### config.mk
export PLATFORM = sky130hd
export DESIGN_NAME = seven_segment_display_driver_flat
export DESIGN_NICKNAME = d
export VERILOG_FILES = /design/src/ssd_pkg.sv /design/src/ssd_if.sv /design/src/ssd_char_dec.sv /design/src/seven_segment_display_driver.sv /design/src/flat_wrapper.sv
export SDC_FILE = /design/constraint.sdc
export NUM_CORES = 1
export LEC_CHECK = 0
export BUFFER_PORTS_ARGS = -buffer_cell sky130_fd_sc_hd__buf_2
export CAP_MARGIN = 10
export CORE_AREA = 5 5 91 93
export DETAILED_ROUTE_END_ITERATION = 7
export DIE_AREA = 0 0 96 98
export HOLD_SLACK_MARGIN = 0.08
export PLACE_DENSITY = 0.74
export SETUP_SLACK_MARGIN = 0.5
export SLEW_MARGIN = 40
export SYNTH_ARGS = -nofsm -noshare
export SYNTH_HDL_FRONTEND = slang
export SYNTH_SLANG_ARGS = --single-unit
### constraint.sdc
create_clock -name clk -period 2.4 [get_ports clk]
set_input_delay 0.12 -clock clk [delete_from_list [all_inputs] [get_ports clk]]
set_output_delay 0.12 -clock clk [all_outputs]
set_load 0.05 [all_outputs]
### src/ssd_pkg.sv
`default_nettype none
package ssd_pkg;

	localparam int ACTION_W   = 2;
	localparam int CHAR_W     = 8;
	localparam int SEG_W      = 8;
	localparam int SEL_W      = 3;
	localparam int INTERVAL_W = 9;

	localparam logic [ACTION_W-1:0] ACT_TICK  = 2'd0;
	localparam logic [ACTION_W-1:0] ACT_CHAR  = 2'd1;
	localparam logic [ACTION_W-1:0] ACT_CLEAR = 2'd2;

	localparam logic [CHAR_W-1:0] ASCII_ZERO  = 8'h30;
	localparam logic [CHAR_W-1:0] ASCII_NINE  = 8'h39;
	localparam logic [CHAR_W-1:0] ASCII_MINUS = 8'h2D;
	localparam logic [CHAR_W-1:0] ASCII_DOT   = 8'h2E;

	localparam logic [SEG_W-1:0] SEG_G   = 8'h40;
	localparam logic [SEG_W-1:0] SEG_DOT = 8'h80;

	localparam logic [INTERVAL_W-1:0] INTERVAL_RESET = 9'd500;

	typedef struct packed {
		logic             is_glyph;
		logic             is_dot;
		logic [SEG_W-1:0] pattern;
	} char_class_t;

	function automatic logic [SEG_W-1:0] digit_pattern(input logic [3:0] d);
		logic [SEG_W-1:0] p;
		case (d)
			4'd0:    p = 8'h3F;
			4'd1:    p = 8'h06;
			4'd2:    p = 8'h5B;
			4'd3:    p = 8'h4F;
			4'd4:    p = 8'h66;
			4'd5:    p = 8'h6D;
			4'd6:    p = 8'h7D;
			4'd7:    p = 8'h07;
			4'd8:    p = 8'h7F;
			4'd9:    p = 8'h6F;
			default: p = '0;
		endcase
		return p;
	endfunction

endpackage
`default_nettype wire

### src/ssd_if.sv
`default_nettype none
interface ssd_in_if import ssd_pkg::*; ();
	logic                valid;
	logic                ready;
	logic [ACTION_W-1:0] action;
	logic [CHAR_W-1:0]   char_code;
	logic                new_string;

	modport source (output valid, action, char_code, new_string, input ready);
	modport sink   (input valid, action, char_code, new_string, output ready);
endinterface

interface ssd_out_if import ssd_pkg::*; ();
	logic             valid;
	logic             ready;
	logic [SEG_W-1:0] segments;
	logic [SEL_W-1:0] digit_select;
	logic             measure_pulse;
	logic             char_stored;

	modport source (output valid, segments, digit_select, measure_pulse, char_stored,
		input ready);
	modport sink   (input valid, segments, digit_select, measure_pulse, char_stored,
		output ready);
endinterface
`default_nettype wire

### src/ssd_char_dec.sv
`default_nettype none
module ssd_char_dec import ssd_pkg::*; (
	input  wire logic [CHAR_W-1:0] char_code,
	output char_class_t            cls
);

	logic is_digit;
	logic is_minus;

	assign is_digit = (char_code >= ASCII_ZERO) && (char_code <= ASCII_NINE);
	assign is_minus = (char_code == ASCII_MINUS);

	always_comb begin
		cls.is_glyph = is_digit || is_minus;
		cls.is_dot   = (char_code == ASCII_DOT);
		if (is_digit) begin
			cls.pattern = digit_pattern(char_code[3:0]);
		end else if (is_minus) begin
			cls.pattern = SEG_G;
		end else begin
			cls.pattern = '0;
		end
	end

endmodule
`default_nettype wire

### src/seven_segment_display_driver.sv
`default_nettype none
// Multiplexed seven-segment driver. Each word on item carries an action: a scan
// tick drives the next digit's pattern and one-hot cathode (digit i on bit i,
// digits past the third read 0) and pulses measure_pulse every
// cfg_wdata+1 ticks; a character stores a digit, minus or dot into the digit
// store (new_string restarts at digit 0, characters past the last digit are
// dropped); a clear zeroes the store. Every word yields exactly one result
// word, registered in the cycle after acceptance; one word can be accepted
// every cycle, limited only by result backpressure through the single
// output register. Segment bits 0..7 are a..g and dot.
module seven_segment_display_driver import ssd_pkg::*; #(
	parameter int DIGITS = 3
) (
	input  wire logic                  clk,
	input  wire logic                  arst_n,
	input  wire logic                  cfg_we,
	input  wire logic [INTERVAL_W-1:0] cfg_wdata,
	ssd_in_if.sink                     item,
	ssd_out_if.source                  result
);

	localparam int SW = (DIGITS > 1) ? $clog2(DIGITS) : 1;
	localparam int WW = $clog2(DIGITS + 1);

	logic [INTERVAL_W-1:0] interval_q;
	logic [SEG_W-1:0]      store_q [DIGITS];
	logic [SW-1:0]         scan_q;
	logic [WW-1:0]         wpos_q;
	logic [INTERVAL_W-1:0] div_q;
	logic [SEG_W-1:0]      seg_drive_q;
	logic [SEL_W-1:0]      sel_drive_q;

	logic                  res_valid_q;
	logic [SEG_W-1:0]      res_seg_q;
	logic [SEL_W-1:0]      res_sel_q;
	logic                  res_pulse_q;
	logic                  res_stored_q;

	char_class_t           cls;
	logic                  accept;
	logic                  is_tick;
	logic                  is_char;
	logic                  is_clear;
	logic [WW-1:0]         wpos_eff;
	logic                  has_room;
	logic                  put_glyph;
	logic                  put_dot;
	logic                  stored;
	logic [SEG_W-1:0]      seg_next;
	logic [SEL_W-1:0]      sel_next;
	logic [SEL_W-1:0]      sel_tick;
	logic [INTERVAL_W:0]   div_inc;
	logic                  pulse;

	ssd_char_dec u_dec (
		.char_code(item.char_code),
		.cls      (cls)
	);

	assign item.ready = !res_valid_q || result.ready;
	assign accept     = item.valid && item.ready;

	assign is_tick  = (item.action == ACT_TICK);
	assign is_char  = (item.action == ACT_CHAR);
	assign is_clear = (item.action == ACT_CLEAR);

	assign wpos_eff  = item.new_string ? '0 : wpos_q;
	assign has_room  = (wpos_eff < WW'(DIGITS));
	assign put_glyph = is_char && has_room && cls.is_glyph;
	assign put_dot   = is_char && has_room && cls.is_dot && (wpos_eff != '0);
	assign stored    = put_glyph || put_dot;

	always_comb begin
		for (int i = 0; i < SEL_W; i++) begin
			sel_tick[i] = (i < DIGITS) && (int'(scan_q) == i);
		end
	end

	assign seg_next = is_tick ? store_q[scan_q] : seg_drive_q;
	assign sel_next = is_tick ? sel_tick : sel_drive_q;
	assign div_inc  = {1'b0, div_q} + 1'b1;
	assign pulse    = is_tick && (div_inc > {1'b0, interval_q});

	always_ff @(posedge clk or negedge arst_n) begin
		if (!arst_n) begin
			interval_q <= INTERVAL_RESET;
		end else if (cfg_we) begin
			interval_q <= cfg_wdata;
		end
	end

	always_ff @(posedge clk or negedge arst_n) begin
		if (!arst_n) begin
			for (int i = 0; i < DIGITS; i++) begin
				store_q[i] <= '0;
			end
			scan_q      <= '0;
			wpos_q      <= '0;
			div_q       <= '0;
			seg_drive_q <= '0;
			sel_drive_q <= '0;
		end else if (accept) begin
			seg_drive_q <= seg_next;
			sel_drive_q <= sel_next;
			if (is_tick) begin
				scan_q <= (scan_q == SW'(DIGITS - 1)) ? '0 : scan_q + 1'b1;
				div_q  <= pulse ? '0 : div_inc[INTERVAL_W-1:0];
			end
			if (is_char) begin
				wpos_q <= put_glyph ? wpos_eff + 1'b1 : wpos_eff;
			end
			// dot lands on the digit written last, glyph on the current slot
			for (int i = 0; i < DIGITS; i++) begin
				if (is_clear) begin
					store_q[i] <= '0;
				end else if (put_glyph && (WW'(i) == wpos_eff)) begin
					store_q[i] <= cls.pattern;
				end else if (put_dot && (WW'(i + 1) == wpos_eff)) begin
					store_q[i] <= store_q[i] | SEG_DOT;
				end
			end
		end
	end

	always_ff @(posedge clk or negedge arst_n) begin
		if (!arst_n) begin
			res_valid_q <= 1'b0;
		end else if (item.ready) begin
			res_valid_q <= item.valid;
		end
	end

	always_ff @(posedge clk) begin
		if (accept) begin
			res_seg_q    <= seg_next;
			res_sel_q    <= sel_next;
			res_pulse_q  <= pulse;
			res_stored_q <= stored;
		end
	end

	assign result.valid         = res_valid_q;
	assign result.segments      = res_seg_q;
	assign result.digit_select  = res_sel_q;
	assign result.measure_pulse = res_pulse_q;
	assign result.char_stored   = res_stored_q;

endmodule
`default_nettype wire
### src/flat_wrapper.sv
// flat-port wrapper written by rule: the top's interface ports become plain ports
module seven_segment_display_driver_flat import ssd_pkg::*;
#(
	parameter int DIGITS = 3
)
  (clk, arst_n, cfg_we, cfg_wdata, item_valid, item_action, item_char_code, item_new_string, item_ready, result_valid, result_segments, result_digit_select, result_measure_pulse, result_char_stored, result_ready);
  ssd_in_if item_i ();
  ssd_out_if result_i ();
  input  wire logic clk;
  input  wire logic arst_n;
  input  wire logic cfg_we;
  input  wire logic [INTERVAL_W-1:0] cfg_wdata;
  input wire logic [$bits(item_i.valid)-1:0] item_valid;
  input wire logic [$bits(item_i.action)-1:0] item_action;
  input wire logic [$bits(item_i.char_code)-1:0] item_char_code;
  input wire logic [$bits(item_i.new_string)-1:0] item_new_string;
  output wire logic [$bits(item_i.ready)-1:0] item_ready;
  output wire logic [$bits(result_i.valid)-1:0] result_valid;
  output wire logic [$bits(result_i.segments)-1:0] result_segments;
  output wire logic [$bits(result_i.digit_select)-1:0] result_digit_select;
  output wire logic [$bits(result_i.measure_pulse)-1:0] result_measure_pulse;
  output wire logic [$bits(result_i.char_stored)-1:0] result_char_stored;
  input wire logic [$bits(result_i.ready)-1:0] result_ready;
  assign item_i.valid = item_valid;
  assign item_i.action = item_action;
  assign item_i.char_code = item_char_code;
  assign item_i.new_string = item_new_string;
  assign item_ready = item_i.ready;
  assign result_valid = result_i.valid;
  assign result_segments = result_i.segments;
  assign result_digit_select = result_i.digit_select;
  assign result_measure_pulse = result_i.measure_pulse;
  assign result_char_stored = result_i.char_stored;
  assign result_i.ready = result_ready;
  seven_segment_display_driver #(.DIGITS(DIGITS)) u_core (.clk(clk), .arst_n(arst_n), .cfg_we(cfg_we), .cfg_wdata(cfg_wdata), .item(item_i), .result(result_i));
endmodule
==> key figures, run 1 <==
Worst setup path
  – CP arrival: 2520 ps
  – Critical path required time: 2500 ps
  – CP Class: register to register
  – CP cell instances: nand4_1 > nor2_2 > buf_4 > xor2_1 > ha_1 > nand4_1 > a211oi_2 > nor4_2 > a21oi_2 > and2_1
  – Worst path most repeated cell: nand4_1
  – CP Capture Type: register
  – Worst reg2reg path endpoint: u_core.result.measure_pulse
  – Reg2reg setup slack: -20 ps
  – FF-to-FF Start: u_core.div_q[1]
  – Startpoint type of the worst setup path: register
  – R2R cell count: 10
  – Slowest stage delay, CP: 410 ps
  – Crit Path Max Fanout: 4
  – Critical Path Start: u_core.div_q[1]
  – CP max-delay cell: dfrtp_1
  – Cell class contributing the biggest share of worst-path delay: simple AND/OR/NAND/NOR gates
  – CP bufs+invs: 1

Yosys
  – Post-Syn Nets: 408
  – XOR/XNOR share of the synthesized area: 1.87%
  – Compound-Gate Fraction of Synth Area: 19.3%
  – Most frequent cells after synthesis: dfrtp_1, nand2_1, o21ai_0
  – Main area contributors after synthesis: dfrtp_1, edfxtp_1, ha_1
  – Cell count after synthesis: 362
  – Netlist Area Pre-Place: 3750 sq um
  – Adder-cell share of the synthesized area: 7.01%
  – Dominant synthesized flop cell: dfrtp_1
  – EDFF count, synth: 13
  – Largest family of logic cells by synthesized area: compound AO/OA/AOI/OAI gates
  – Post-synth top area cell: dfrtp_1
  – Synth Warn #: 0
  – Share of the synthesized area in the top cell type: 34.7%
  – Register area share after synthesis: 49.3%
  – Multiplexer share of the synthesized area: 3.37%
  – Synth unique cells: 53
  – Async S/R FF share, synth: 81.7%
  – Fraction of the mapped netlist area in simple logic gates: 15.1%
  – Syn avg cell area: 10.4 sq um
  – Register bit count reported by yosys: 71
  – Count leader, synth: dfrtp_1

Power
  – Register share of total power: 43.6%
  – Final Power: 3.49 mW
  – Switching pwr: 1.10 mW
  – Clk network pwr share: 29.4%
  – Comb power frac: 27.0%
  – LEAKAGE: 2.08 nW
  – Int Pwr: 2.39 mW
  – Power Dens Cells: 733 nW/um^2
  – VDD IR max: 299 uV
  – Sw Share: 31.5%

Placed design
  – Detailed Place HPWL: 5710 microns
  – Place WS: -104 ps
  – PortBufs: 39
  – Final Wtd Congestion: 0.815

STA
  – Final worst-path cycle share: 101%
  – RSZ-0062 raised after global routing: yes
  – Final hold violations: 0
  – Final setup viols: 2
  – Final min period: 2420 ps
  – Pins Over Slew Limit: 0
  – Clock Skew: 4.87 ps
  – Slew Limit Headroom: 53.4%
  – Slew @ Worst Pin: 698 ps
  – Max frequency: 413 MHz
  – Hold WS: 111 ps
  – Final worst slack: -21.1 ps

Detailed routing
  – # DRC: 0
  – Pre-Repair DR Iteration Count: 4
  – First DRT Iteration DRCs: 162
  – Final WL: 8150 microns
  – Vias per std cell: 5.39
  – Via count: 2938
  – Post-route antenna net violation count: 0
  – Average wire per standard cell: 15.0 microns

Layout
  – Layout Nets: 484
  – Antenna cells: 0
  – Layout cells sized above 1: 30.7%
  – Area delta synth->final: 27.2%
  – Fillers: 594

Clock tree
  – Worst skew pair latency: 350 ps
  – CTS tree: done
  – Clk buf depth: 2
  – Worst-path clk slew: 70 ps
  – Clk sinks: 71
  – Inserted Clock Buffers: 9
  – Root buffer cell: clkbuf_8
  – H-tree lvl count: 3

Die
  – Die ar.: 9410 sq um
  – Die height: 98 microns
  – # IOs: 40
  – Effective utilization at floorplan: 50.4%
  – FP Rows: 32
  – Total core area: 7450 sq um
  – Die W: 96 microns

Run status
  – Violated checks: negative setup slack
  – Status: finished with violations

GRT
  – Largest net degree at the start of global routing: 33
  – First-pass GRT wire length: 13800 microns
  – Vias in the first global route: 2821
  – Initial antenna violation count: 0
  – Overflow left after global routing: 0
  – All-Layer GR Usage: 18.8%

Worst hold path
  – Hold Path End: u_core.wpos_q[0]
  – Hold_sp: item_new_string
  – Hold Path Class: input port to register
  – WHS Path Cells: 3

Job
  – Max-Cap Viols: 0
[power by group through the flow]
| stage | clock network (mW) | logic, mW | registers [mW] |
|---|---|---|---|
| 6_report | 1.03 | 0.944 | 1.52 |
| 3_5_place_dp | 0 | 0.843 | 1.54 |
| 2_1_floorplan | 0 | 0.530 | 1.57 |
| 4_1_cts | 1.04 | 0.928 | 1.52 |
| 5_1_grt | 1.10 | 1.05 | 1.54 |
| 3_3_place_gp | 0 | 0.823 | 1.53 |
[cells in the final DEF (no fill, tap or decap), drive strengths merged, types with 2 or more instances in the layout]
cell         instances
nand4                3
nor2b                4
nand3                8
o31ai                3
buf                 67
o21ai               31
and3                 6
nand2               34
xor2                 4
a21o                 5
dlygate4sd3         12
nor3                 8
mux2i               10
nand2b               9
and2                 2
xnor2                4
a21oi               28
mux2                 2
a211oi               3
dfrtp               52
a32o                 4
o211ai               4
o21a                 3
nor4                 3
clkbuf              14
o2bb2ai             18
ha                  21
dfstp                6
nor3b                3
edfxtp              13
nor2                28
inv                 22
[worst max path at each step]
| stage | cells after the start | slack [ps] | to |
|---|---|---|---|
| global placement | 11 | -0.5 | u_core.div_q[1] |
| global route | 12 | -160 | u_core.div_q[4] |
| CTS | 12 | -20 | u_core.div_q[8] |
| finish | 10 | -20 | u_core.result.measure_pulse |
| floorplan | 11 | 20 | u_core.result.measure_pulse |
| detailed placement | 11 | -100 | u_core.div_q[1] |
[sequential cells by signal, indices dropped and copies added (netlist names)]
register and cells:
u_core.wpos_q 2, u_core.result.digit_select 3, u_core.scan_q 2, u_core.result.valid 1, u_core.div_q 9, u_core.interval_q 9, u_core.sel_drive_q 3, u_core.result.char_stored 1
u_core.result.segments 8, u_core.result.measure_pulse 1, u_core.store_q 24, u_core.seg_drive_q 8
[layout make-up]
type                       instances  area, sq um  share of cell area [%]
sequential                        71         1850                    38.8
multi-input combinational        254         1940                    40.6
clock inverter                     2         35.0                   0.735
timing repair buffer              79          542                    11.4
tap                              102          128                    2.68
clock buffer                      14          184                    3.86
inverter                          23         90.1                    1.89
[metrics by stage]
| stage | setup TNS (ps) | area (sq um) | cells | utilization [%] |
|---|---|---|---|---|
| finish | -24.7 | 4770 | 545 | 64.0 |
| global route | -1140 | 4770 | 545 | 64.0 |
| CTS | -20.3 | 4690 | 540 | 63.0 |
| detailed placement | -508 | 4230 | 507 | 56.8 |
| global placement | -0.484 | 4230 | 507 | 56.8 |
| floorplan | 0 | 3840 | 362 | - |
[per-layer routing]
layer	GRT usage, %	vias to the layer above	wire length (microns)
li1	-	1438	-
met1	28.4	1422	3790
met2	26.5	65	3850
met3	3.78	13	344
met4	6.78	0	162
met5	0	-	0
[kinds of logic (layout without fill, tap and decap cells)]
kind of cell             count (synthesis)  in the layout
XOR/XNOR                                 8              8
flip-flops                              71             71
AO/OA/AOI/OAI                          102            102
AND/OR/NAND/NOR                        111            111
adder cells (fa/ha/maj)                 21             21
buffers and inverters                   37            118
multiplexers                            12             12
[what timing repair did]
item	in CTS	in global routing
setup endpoints to repair	36	38
resized for setup	15	9
hold endpoints to repair	40	0
buffers inserted	5	5
hold buffers	12	0
pin swaps	18	5
gates cloned	0	0
[worst min-delay path, cell delays in order]
cell and delay (ps):
buf_2 100, mux2_4 150, a21oi_2 50
Note: power is estimated with default switching activity, not from simulation.
==> run 2, diff against run 1 <==
CELL_PAD_IN_SITES_DETAIL_PLACEMENT = 2   (was default)
CELL_PAD_IN_SITES_GLOBAL_PLACEMENT = 2   (was default)
CORE_AREA = 5 5 112 114   (was 5 5 91 93)
DIE_AREA = 0 0 117 119   (was 0 0 96 98)
HOLD_SLACK_MARGIN = default   (was 0.08)
PLACE_DENSITY = default   (was 0.74)
PLACE_DENSITY_LB_ADDON = 0.1   (was default)
clock period = 1.96 ns   (was 2.4 ns; I/O delays follow)
==> key figures, run 2 (synthesis gave the netlist of run 1 again) <==
Run status
  – Status: finished with violations
  – Violated checks: negative setup slack

Clock tree
  – Inserted Clock Buffers: 9
  – Worst-path clk slew: 60 ps
  – Root buffer cell: clkbuf_16
  – Clk buf depth: 2
  – Clk sinks: 71
  – H-tree lvl count: 3
  – Worst skew pair latency: 340 ps
  – CTS tree: done

Power
  – Power Dens Cells: 941 nW/um^2
  – LEAKAGE: 2.43 nW
  – VDD IR max: 490 uV

GRT
  – Vias in the first global route: 3556
  – All-Layer GR Usage: 17.8%
  – Largest net degree at the start of global routing: 40
  – Initial antenna violation count: 0
  – Overflow left after global routing: 0
  – First-pass GRT wire length: 19100 microns

STA
  – Slew Limit Headroom: 63.9%
  – Final worst-path cycle share: 139%
  – Final min period: 2730 ps
  – RSZ-0062 raised after global routing: yes
  – Slew @ Worst Pin: 541 ps
  – Clock Skew: 8.99 ps
  – Max frequency: 366 MHz
  – Final hold violations: 0
  – Pins Over Slew Limit: 0
  – Final worst slack: -773 ps
  – Final setup viols: 10

Layout
  – Largest register FFs: 24
  – Fillers: 1111
  – Biggest register: u_core.store_q
  – Top Registers: u_core.store_q x24, u_core.div_q x9, u_core.interval_q x9
  – Final core occ: 50.1%
  – Final std cells w/o fill: 626
  – Reg area: 1850 sq um
  – Commonest non-fill, non-tap cell in the layout: buf_4
  – Leading cell types in the layout, fill and taps excluded: buf_4, dfrtp_1, buf_2
  – Layout Nets: 524
  – Multi-input logic area: 2260 sq um
  – Antenna cells: 0
  – Area delta synth->final: 51.2%
  – Layout cells sized above 1: 47.0%

Worst hold path
  – Hold Path Class: input port to register

Die
  – # IOs: 40
  – Die ar.: 13900 sq um
  – Effective utilization at floorplan: 33.1%
  – Die W: 117 microns
  – Total core area: 11300 sq um
  – Die height: 119 microns
  – FP Rows: 39

Job
  – Max-Cap Viols: 0

Worst setup path
  – Slowest stage delay, CP: 430 ps
  – CP max-delay cell: dfrtp_1
  – CP bufs+invs: 4
  – Crit Path Max Fanout: 6
  – CP Class: register to register
  – CP cell instances: nand4_1 > nor2_2 > buf_4 > xor2_2 > ha_1 > buf_4 > buf_4 > a21oi_1 > o21ai_1 > nand2b_1 > a211oi_4 > buf_6 > nor3_2
  – Worst path most repeated cell: buf_4
  – CP arrival: 2980 ps
  – Startpoint type of the worst setup path: register
  – Cell class contributing the biggest share of worst-path delay: simple AND/OR/NAND/NOR gates
  – CP Capture Type: register
  – Critical path required time: 2210 ps

Detailed routing
  – Pre-Repair DR Iteration Count: 4
  – Via count: 3178
  – Average wire per standard cell: 20.4 microns
  – Final WL: 12700 microns
  – Post-route antenna net violation count: 0
  – Vias per std cell: 5.08
  – # DRC: 0
  – First DRT Iteration DRCs: 121

Placed design
  – Dpl cells: 568
  – Detailed Place HPWL: 7810 microns
  – Final Wtd Congestion: 0.762
  – PortBufs: 39
[run 2: changes by cell type in the layout (fill, tap and decap cells not counted), sizes merged, moves of 2 or more]
cell	before	now
clkinv	1	3
clkbuf	14	12
buf	67	109
dlygate4sd3	12	9
[run 2: where the power goes]
part	switching [mW]	internal [mW]
clock network	0.668	1.15
registers	0.121	1.70
logic	0.949	0.744
total	1.74	3.60
[run 2: path summary, 6_finish.rpt]
kind,start,to,slack (ps),depth (start not counted)
min in group asynchronous,arst_n,u_core.div_q[5],280,2
worst min-delay path,cfg_wdata[0],u_core.interval_q[0],2,2
worst max-delay path,u_core.div_q[1],u_core.div_q[1],-770,13
worst max register to register,u_core.div_q[1],u_core.div_q[1],-770,13
worst min register to register,u_core.sel_drive_q[1],u_core.sel_drive_q[1],490,2
max in group asynchronous,arst_n,u_core.result.valid,1050,3
[run 2: what timing repair did]
action,4_1_cts,5_1_grt
endpoints found under the setup margin,48,53
gates cloned,1,1
hold buffers,9,0
setup buffers,19,12
pin swaps,41,12
resized for setup,66,33
endpoints found under the hold margin,21,0
[run 2: worst register-to-register path, stage by stage (launching register included)]
cell and delay, ps:
dfrtp_1 430, nand4_1 220, nor2_2 210, buf_4 150, xor2_2 160, ha_1 270, buf_4 140, buf_4 130
a21oi_1 140, o21ai_1 100, nand2b_1 210, a211oi_4 100, buf_6 150, nor3_2 220
[run 2: metrics by stage]
step                      setup slack [ps]  hold WS [ps]  power, mW  setup TNS (ps)  cell area (sq um)
after floorplan                       -422          -198       2.59           -3130               3900
final                                 -773          2.10       5.33           -7240               5670
after global routing                  -912        -0.967       5.59           -8490               5670
after global placement                -563           105       3.02           -4870               4500
after detailed placement              -715           101       3.09           -6170               4500
after CTS                             -526          3.76       5.10           -4890               5400
[run 2: final cells by class]
type | count | area share, %
clock buffer | 11 | 4.28
clock inverter | 5 | 1.43
inverter | 23 | 1.68
multi-input combinational | 254 | 39.9
sequential | 71 | 32.7
tap | 143 | 3.16
timing repair buffer | 119 | 16.9
[run 2: layer usage]
metal  GRT usage, %  wire length, microns
met1           23.4                  5930
met2           29.9                  6410
met3           3.70                   261
met4           4.09                   142
met5              0                     0
